==> config.mk <==
export PLATFORM = sky130hd
export DESIGN_NAME = bpfa_word_unit
export DESIGN_NICKNAME = d
export VERILOG_FILES = /design/src/hdl/bpfa_pkg.sv /design/src/hdl/bpfa_word_unit.sv
export SDC_FILE = /design/constraint.sdc
export NUM_CORES = 2
export LEC_CHECK = 0
export BUFFER_PORTS_ARGS = -buffer_cell sky130_fd_sc_hd__buf_2
export CORE_MARGIN = 5
export CORE_UTILIZATION = 55
export DETAILED_ROUTE_END_ITERATION = 10
export GPL_TIMING_DRIVEN = 0
export PLACE_DENSITY_LB_ADDON = 0.25
export SLEW_MARGIN = 20
export SYNTH_ARGS = -nofsm -noshare
export SYNTH_HDL_FRONTEND = slang
export SYNTH_SLANG_ARGS = --single-unit
==> constraint.sdc <==
create_clock -name vclk -period 14.35
set_input_delay 4.305 -clock vclk [all_inputs]
set_output_delay 4.305 -clock vclk [all_outputs]
set_load 0.05 [all_outputs]
==> src/hdl/bpfa_pkg.sv <==
// ----------------------------------------------------------------------------
// bpfa_pkg
// types and constants for the bitmap page frame allocator
// ----------------------------------------------------------------------------
`default_nettype none

package bpfa_pkg;

    localparam int WORD_BITS = 32;
    localparam int WORD_LOG  = 5;

    localparam int KIND_W   = 2;
    localparam int INDEX_W  = 12;
    localparam int COUNT_W  = 13;
    localparam int STATUS_W = 2;

    typedef enum logic [1:0] {
        KIND_ALLOC   = 2'd0,
        KIND_FREE    = 2'd1,
        KIND_TEST    = 2'd2,
        KIND_RESERVE = 2'd3
    } kind_t;

    typedef enum logic [1:0] {
        STAT_OK    = 2'd0,
        STAT_NOFIT = 2'd1,
        STAT_RANGE = 2'd2
    } status_t;

    typedef enum logic [2:0] {
        S_CLR,
        S_IDLE,
        S_SCAN,
        S_TEST_RD,
        S_TEST_CHK,
        S_FILL_RD,
        S_FILL_WR,
        S_DONE
    } state_t;

    typedef struct packed {
        logic                found;
        logic [WORD_LOG-1:0] end_bit;
    } scan_res_t;

endpackage

`default_nettype wire

==> src/hdl/bpfa_word_unit.sv <==
// ----------------------------------------------------------------------------
// bpfa_word_unit
// shared word unit: first-fit run search and range mask over one map word
// ----------------------------------------------------------------------------
`default_nettype none

module bpfa_word_unit #(
    parameter int CW = 14
) (
    input  wire logic [bpfa_pkg::WORD_BITS-1:0] word,
    input  wire logic [CW-1:0]                  base,
    input  wire logic [CW-1:0]                  run_in,
    input  wire logic [CW-1:0]                  cnt,
    input  wire logic [CW-1:0]                  lo,
    input  wire logic [CW-1:0]                  hi,
    output bpfa_pkg::scan_res_t                 res,
    output logic [CW-1:0]                       run_out,
    output logic [bpfa_pkg::WORD_BITS-1:0]      mask
);
    import bpfa_pkg::*;

    logic [CW-1:0]        run_j [WORD_BITS];
    logic [WORD_BITS-1:0] fit;
    logic [CW-1:0]        pos   [WORD_BITS];

    // run length ending at each bit
    always_comb
    begin
        logic          seen;
        logic [CW-1:0] last;
        for (int j = 0; j < WORD_BITS; j++)
        begin
            seen = 1'b0;
            last = '0;
            for (int k = 0; k <= j; k++)
            begin
                if (word[k])
                begin
                    seen = 1'b1;
                    last = CW'(k);
                end
            end
            if (word[j])
                run_j[j] = '0;
            else if (seen)
                run_j[j] = CW'(j) - last;
            else
                run_j[j] = run_in + CW'(j + 1);
            fit[j] = !word[j] && (run_j[j] >= cnt);
        end
    end

    always_comb
    begin
        res.found   = |fit;
        res.end_bit = '0;
        for (int j = WORD_BITS - 1; j >= 0; j--)
        begin
            if (fit[j])
                res.end_bit = WORD_LOG'(j);
        end
        run_out = run_j[WORD_BITS-1];
    end

    always_comb
    begin
        for (int j = 0; j < WORD_BITS; j++)
        begin
            pos[j]  = base + CW'(j);
            mask[j] = (pos[j] >= lo) && (pos[j] < hi);
        end
    end

endmodule

`default_nettype wire

==> impl_metrics.toml <==
[logic_synthesis]
syn_inst = 5443
syn_nets = 6774
synth_top_cells_by_area = "ha_1 39%, xor2_1 6.5%, a21oi_1 6.3%, xnor2_1 6.1%, nor2_1 5.9%"
yosysSeqAreaShare = 0
avgSynthCellArea_um2 = 7.30
syn_area_mm2 = 0.0397
yosysWarnings = 0
yosysTopAreaCell = "ha_1"
synth_cell_types = 81
synth_top_area_frac = 0.387

[worst_hold_path]
hold_path_class = "input port to primary output"

[global_route]
grt_max_degree = 33
grt_pass1_vias = 42200
grt_overflow = 0
grt_pass1_wl_um = 275000
antenna_found_initial = 11
gr-usage-all-layers = 0.462

[critical_path]
crit_type = "input port to primary output"
cp_max_fo = 10
cp-endpoint = "res[1]"
cp.arrival_ns = 10.29
worst-path-buf-inv = 6
startpoint = "run_in[0]"
cp.required_ns = 10.05
critical_path.cell_chain = "buf_2 > clkbuf_2 > clkinvlp_4 > ha_1 > clkbuf_1 > inv_1 > a21oi_1 > o21ai_0 > xor2_1 > nand2_1 > a21oi_1 > ha_1 > nand2_1 > o21ai_0 > o2111ai_1 > a21oi_1 > nor3_4 > o2111ai_1 > a31oi_1 > o21ai_2 > a211oi_1 > a211oi_2 > buf_4"
start_kind = "input port"
crit_top_cell = "a21oi_1"
crit_cells = 23
cpMaxStageDelayCell = "a21oi_1"
path_delay_family = "compound AO/OA/AOI/OAI gates"
end_kind = "primary output"
cpPeakStageDelay_ns = 0.82

[layout]
final_common_cell = "ha_1"
ff_latch_area_um2 = 0
nClkBuffers = 0
drive_gt1_frac = 0.0737
layout_common_cells = "1228 x ha_1, 621 x nor2_1, 486 x a21oi_1"
area_delta_synth_final_pct = 8.31
nNetsFinal = 6961
seq_cell_count = 0

[routing]
drt_pass1_iterations = 9
totalWireLength_um = 193000
antenna_left = 0
drt-initial-drc-count = 6884
wl_per_cell_um = 29.3
route.detailed.drc = 0
num_vias = 45800
drt-vias-per-instance = 6.96

[placement]
place_hpwl_um = 146000
io_buffers = 143
pre_cts_ws_ns = -1.32
place.gp.congestion = 1.11

[run_status]
failed_checks = "negative setup slack"
outcome = "finished with violations"

[floorplan]
rows = 98
die_w_um = 279
start_util = 0.555
io_pins = 154
core_area_mm2 = 0.0716
dieHeight_um = 279
die_area_mm2 = 0.0777

[timing]
hold_viol = 0
layout_min_cycle_time_ns = 14.59
worst_pin_slew_ns = 1.32
slew_viol_final = 0
fin_crit_sh = 1.02
setup_ws_ns = -0.241
rsz0062_at_grt = "yes"
max_freq_ghz = 0.0685
setup_viol = 8
relSlewSlack = 0.118

[clock_tree]
cts_hold_repair.buffers = 0

[run]
cap_violations = 0
Yosys cell counts, drive strengths merged, types with 26 or more instances:
library cell  number
xnor2            278
buf               35
nand2b            72
o211ai            26
o21a             126
a211oi            88
nor2b             91
o2111ai           28
nand3             72
o21ai            278
ha              1229
a31oi             51
a21oi            498
nor4              37
inv              196
and3              31
clkbuf           193
nor2             637
nand4             96
nor3              83
or3               62
o21bai            28
nand2            407
a21o             192
a2111oi           41
xor2             295
per-layer routing:
layer,global-route usage,wire length (um)
met4,0.189,10800
met5,0,169
met1,0.649,78900
met3,0.162,31100
met2,0.638,71700
cell type report:
class / instances / area, um^2
Buffer: 223 / 951
Antenna cell: 4 / 10.0
Tap cell: 950 / 1190
Inverter: 198 / 777
Fill cell: 7108 / 28600
Timing Repair Buffer: 190 / 1480
Multi-Input combinational cell: 5017 / 38600
tightest hold or removal path, delay by kind of cell:
kind | cells | cell delay (ns)
buffers and inverters | 2 | 0.36
and+or+nand+nor | 1 | 0.09
through the flow:
step	util	hold WS [ns]	instances	setup TNS (ns)	cell area, um^2
floorplan	-	8.81	5443	0	39800
global placement	0.582	9.05	6536	-7.41	41700
detailed placement	0.592	9.06	6564	-6.95	42400
CTS	0.597	9.06	6573	0	42700
global route	0.601	9.09	6578	-0.131	43000
finish	0.601	9.07	6582	-0.863	43100
cells by family after synthesis:
group / share of synthesized area
muxes: 0.000756
xor gates and xnor gates: 0.126
adders and majority gates: 0.387
buffers and inverters: 0.0408
and+or+nand+nor: 0.197
AOI/OAI and AO/OA: 0.248
worst min path at each step:
stage	slack, ns	startpoint	endpoint	cells after the start
2_1_floorplan	8.81	word[31]	run_out[1]	1
3_3_place_gp	9.05	word[31]	run_out[1]	3
3_5_place_dp	9.06	word[31]	run_out[4]	3
4_1_cts	9.06	word[31]	run_out[4]	3
5_1_grt	9.09	word[31]	run_out[3]	3
6_report	9.07	word[31]	run_out[4]	3
timing repair:
action / 4_1_cts / 5_1_grt
endpoints found under the setup margin: 6 / 8
pin swaps: 7 / 12
gates resized for setup: 55 / 71
setup buffers: 11 / 8
