### src/hdl/bpfa_pkg.sv
// ----------------------------------------------------------------------------
// bpfa_pkg
// types and constants for the bitmap page frame allocator
// ----------------------------------------------------------------------------
`default_nettype none

package bpfa_pkg;

    localparam int WORD_BITS = 32;
    localparam int WORD_LOG  = 5;

    localparam int KIND_W   = 2;
    localparam int INDEX_W  = 12;
    localparam int COUNT_W  = 13;
    localparam int STATUS_W = 2;

    typedef enum logic [1:0] {
        KIND_ALLOC   = 2'd0,
        KIND_FREE    = 2'd1,
        KIND_TEST    = 2'd2,
        KIND_RESERVE = 2'd3
    } kind_t;

    typedef enum logic [1:0] {
        STAT_OK    = 2'd0,
        STAT_NOFIT = 2'd1,
        STAT_RANGE = 2'd2
    } status_t;

    typedef enum logic [2:0] {
        S_CLR,
        S_IDLE,
        S_SCAN,
        S_TEST_RD,
        S_TEST_CHK,
        S_FILL_RD,
        S_FILL_WR,
        S_DONE
    } state_t;

    typedef struct packed {
        logic                found;
        logic [WORD_LOG-1:0] end_bit;
    } scan_res_t;

endpackage

`default_nettype wire

### src/hdl/bpfa_map.sv
// ----------------------------------------------------------------------------
// bpfa_map
// used-bit map memory, one write port and one registered read port
// ----------------------------------------------------------------------------
`default_nettype none

module bpfa_map #(
    parameter int WORDS  = 128,
    parameter int ADDR_W = 7
) (
    input  wire logic                           clk,
    input  wire logic [ADDR_W-1:0]              rd_addr,
    output logic [bpfa_pkg::WORD_BITS-1:0]      rd_data,
    input  wire logic                           wr_en,
    input  wire logic [ADDR_W-1:0]              wr_addr,
    input  wire logic [bpfa_pkg::WORD_BITS-1:0] wr_data
);
    import bpfa_pkg::*;

    logic [WORD_BITS-1:0] mem [WORDS];
    logic [WORD_BITS-1:0] rd_data_reg;

    always_ff @(posedge clk)
    begin
        if (wr_en)
        begin
            mem[wr_addr] <= wr_data;
        end
        rd_data_reg <= mem[rd_addr];
    end

    assign rd_data = rd_data_reg;

endmodule

`default_nettype wire

### config.mk
export PLATFORM = sky130hd
export DESIGN_NAME = bpfa_map
export DESIGN_NICKNAME = d
export VERILOG_FILES = /design/src/hdl/bpfa_pkg.sv /design/src/hdl/bpfa_map.sv
export SDC_FILE = /design/constraint.sdc
export NUM_CORES = 2
export LEC_CHECK = 0
export BUFFER_PORTS_ARGS = -buffer_cell sky130_fd_sc_hd__buf_2
export CAP_MARGIN = 20
export CORE_MARGIN = 2
export CORE_UTILIZATION = 35
export DETAILED_ROUTE_END_ITERATION = 10
export MAX_ROUTING_LAYER = met4
export RECOVER_POWER = 50
export SKIP_CTS_REPAIR_TIMING = 1
export SLEW_MARGIN = 20
export SYNTH_ARGS = -nofsm -noshare
export SYNTH_HDL_FRONTEND = slang
export SYNTH_SLANG_ARGS = --single-unit
### constraint.sdc
create_clock -name clk -period 3.5 [get_ports clk]
set_input_delay 0.35 -clock clk [delete_from_list [all_inputs] [get_ports clk]]
set_output_delay 0.35 -clock clk [all_outputs]
set_load 0.005 [all_outputs]
==> results.yml <==
synthesis:
  post_synth_edffs: 4096
  synth_area_leader_cell: "sky130_fd_sc_hd__edfxtp_1"
  synthesis.area_per_instance_um2: 26.1
  post-synth-top-area-fraction_pct: 78.7
  synth_cell_types: 17
  postSynthNetCount: 6038
  synth_seq_cells: 4128
  synth-seq-area-share_pct: 79.1
  yosys.cell_count.top_type: "sky130_fd_sc_hd__edfxtp_1"
  synth_top_cells_by_area: "sky130_fd_sc_hd__edfxtp_1, sky130_fd_sc_hd__mux4_2, sky130_fd_sc_hd__clkbuf_1, sky130_fd_sc_hd__dfxtp_1, sky130_fd_sc_hd__nor2_1"
  synth_commonest_cells: "sky130_fd_sc_hd__edfxtp_1, sky130_fd_sc_hd__mux4_2, sky130_fd_sc_hd__clkbuf_1, sky130_fd_sc_hd__nor2_1, sky130_fd_sc_hd__buf_2"
  synthesis.instances: 5990
  async_reset_ff_share_pct: 0
  ys.warnings.count: 0
  post_synth_instance_area_mm2: 0.156
  dominantRegCellSynth: "sky130_fd_sc_hd__edfxtp_1"
route:
  number_of_vias_after_detailed_routing: 71700
  via_per_inst: 5.55
  drtPass1Iterations: 5
  residual_antenna_violating_net_count_after_detailed_routing: 0
  postRouteWirelength_mm: 429
  drtIter0Drc: 10200
  avgRoutedWirePerCell_um: 33.2
  post_detailed_route_drc_marker_count: 0
layout:
  area_of_the_multi_input_gates_mm2: 0.0322
  seqCellArea_mm2: 0.124
  syn_to_final_growth_pct: 16.9
  n_fill_cell: 37700
  num-nets-final: 6643
  final_core_utilization_pct: 41.1
  flip_flop_count_of_the_largest_register_after_layout: 4096
  instances_no_fill: 12900
  post_route_cells_drive_above_1_share_pct: 36.5
setup_path:
  cp-startpoint: "wr_addr[0]"
  crit_path_end_kind: "flop"
  worst-setup-path-type: "in -> reg"
  critPathRequiredTime_ns: 4.06
  cp_max_fo: 30
  arrival_ns: 3.64
  r2r_start: "mem[53][22]"
  crit_path_start_kind: "input port"
global_routing:
  globalRoute.totalOverflow: 0
  all_layer_global_routing_usage_pct: 19.3
  grt_first_pass_wirelength_mm: 590
  first_global_vias: 72300
  grt_start_max_net_pins: 129
  antenna_found_initial: 78
timing:
  grt_setup_unrepaired: "false"
  fin_worst_hold_slack_ns: 0.0779
  final.setup.tns_ns: 0
  fin_skew_ns: 0.0537
  worst_slew_margin_rel_pct: -149
  period_minus_slack_ns: 3.08
  timing_hold_violations_final: 0
  min_period_over_period_pct: 88.1
  finalSetupViolCount: 0
  timing.final.max_slew_violations: 2380
  maxClockFrequency_ghz: 0.324
  tightestPinTransition_ns: 3.73
clocking:
  cts_tree: "built"
  ctsRootBufferMaster: "sky130_fd_sc_hd__clkbuf_16"
  ctsLongestPathBuffers: 4
  clkTransAtPathRegs_ns: 0.06
  htree_levels: 5
  clkLatencyLatePin_ns: 0.98
  cts_inserted_buffers: 409
  num_clock_sinks: 4128
die:
  placementRows: 245
  floorplan.io_pins: 80
  initial_utilization_pct: 35.1
  fp.dieW_um: 672
  die_y_um: 672
  floorplan.core_area_mm2: 0.445
  fp.dieArea_mm2: 0.452
status:
  run_status: "finished with violations"
  failing_checks: "capacitance limit, slew limit"
power:
  worst_ir_drop_vdd_mv: 0.453
  cellPowerDensity_mw_per_mm2: 569
  p_leak_nw: 55.5
  totalPowerFinal_mw: 104
worst_hold_path:
  worstHoldPathType: "in -> reg"
  hold_path.startpoint: "wr_data[4]"
placement:
  io_buffers: 79
  finalWeightedCongestion: 0.828
  dpl.cell_count: 12100
  dp.final_hpwl_mm: 245
job:
  number_of_max_cap_violations: 40
[final timing paths]
path / to / slack (ns) / cells past startpoint
setup / recovery: mem[15][21] / 0.42 / 6
hold / removal: mem[96][4] / 0.08 / 1
setup reg to reg: rd_data[22] / 0.86 / 4
hold reg to reg: rd_data[30] / 1.11 / 4
[per-stage QoR]
step | setup WS (ns) | instance area, um^2
floorplan | -0.0886 | 156000
global placement | -0.0183 | 170000
detailed placement | -0.00522 | 170000
CTS | 0.864 | 183000
global route | 0.422 | 183000
finish | 0.417 | 183000
[area by class of cell]
type | count | share of cell area, %
Antenna cell | 56 | 0.0767
Clock buffer | 495 | 5.83
Tap cell | 5928 | 4.06
Sequential cell | 4128 | 67.7
Multi-Input combinational cell | 1546 | 17.6
Clock inverter | 255 | 1.42
Timing Repair Buffer | 510 | 3.33
[worst max-delay path: stages]
cell and delay [ns]:
sky130_fd_sc_hd__clkbuf_1 0.11, sky130_fd_sc_hd__clkbuf_1 1.01, sky130_fd_sc_hd__nand4_1 0.16, sky130_fd_sc_hd__clkbuf_2 0.70, sky130_fd_sc_hd__nor2_1 0.47, sky130_fd_sc_hd__clkbuf_4 0.75
[kinds of logic after synthesis]
logic type,synth area share [%]
DFF,79.1
muxes,19.6
buffers and inverters,0.839
and+or+nand+nor,0.446
[layout by cell type, fill, tap and decap left out, drive strengths merged]
| cell | count |
|---|---|
| edfxtp | 4096 |
| mux4 | 1344 |
| clkbuf | 569 |
| buf | 426 |
| clkinv | 180 |
| nor2 | 122 |
| diode | 56 |
| bufinv | 44 |
| mux2 | 32 |
| dfxtp | 32 |
| clkinvlp | 18 |
| nand2 | 14 |
| inv | 13 |
| nand3 | 12 |
| dlygate4sd3 | 10 |
| nor3 | 9 |
| nor2b | 7 |
| nand4 | 3 |
| nand2b | 2 |
| or3 | 1 |
[power by group]
group / internal, mW / switching, mW / leakage (nW)
Clock: 25.0 / 18.6 / 6.45
Combinational: 2.19 / 3.30 / 11.9
Sequential: 54.7 / 0.311 / 37.1
[metal layers]
layer,up-vias,share of wire (%),track usage [%]
li1,27700,-,-
met1,39900,38,25.2
met2,3443,50,30.9
met3,624,8.6,3.12
met4,0,3.5,6.57
met5,-,0,-
(Power assumes the default switching activity.)
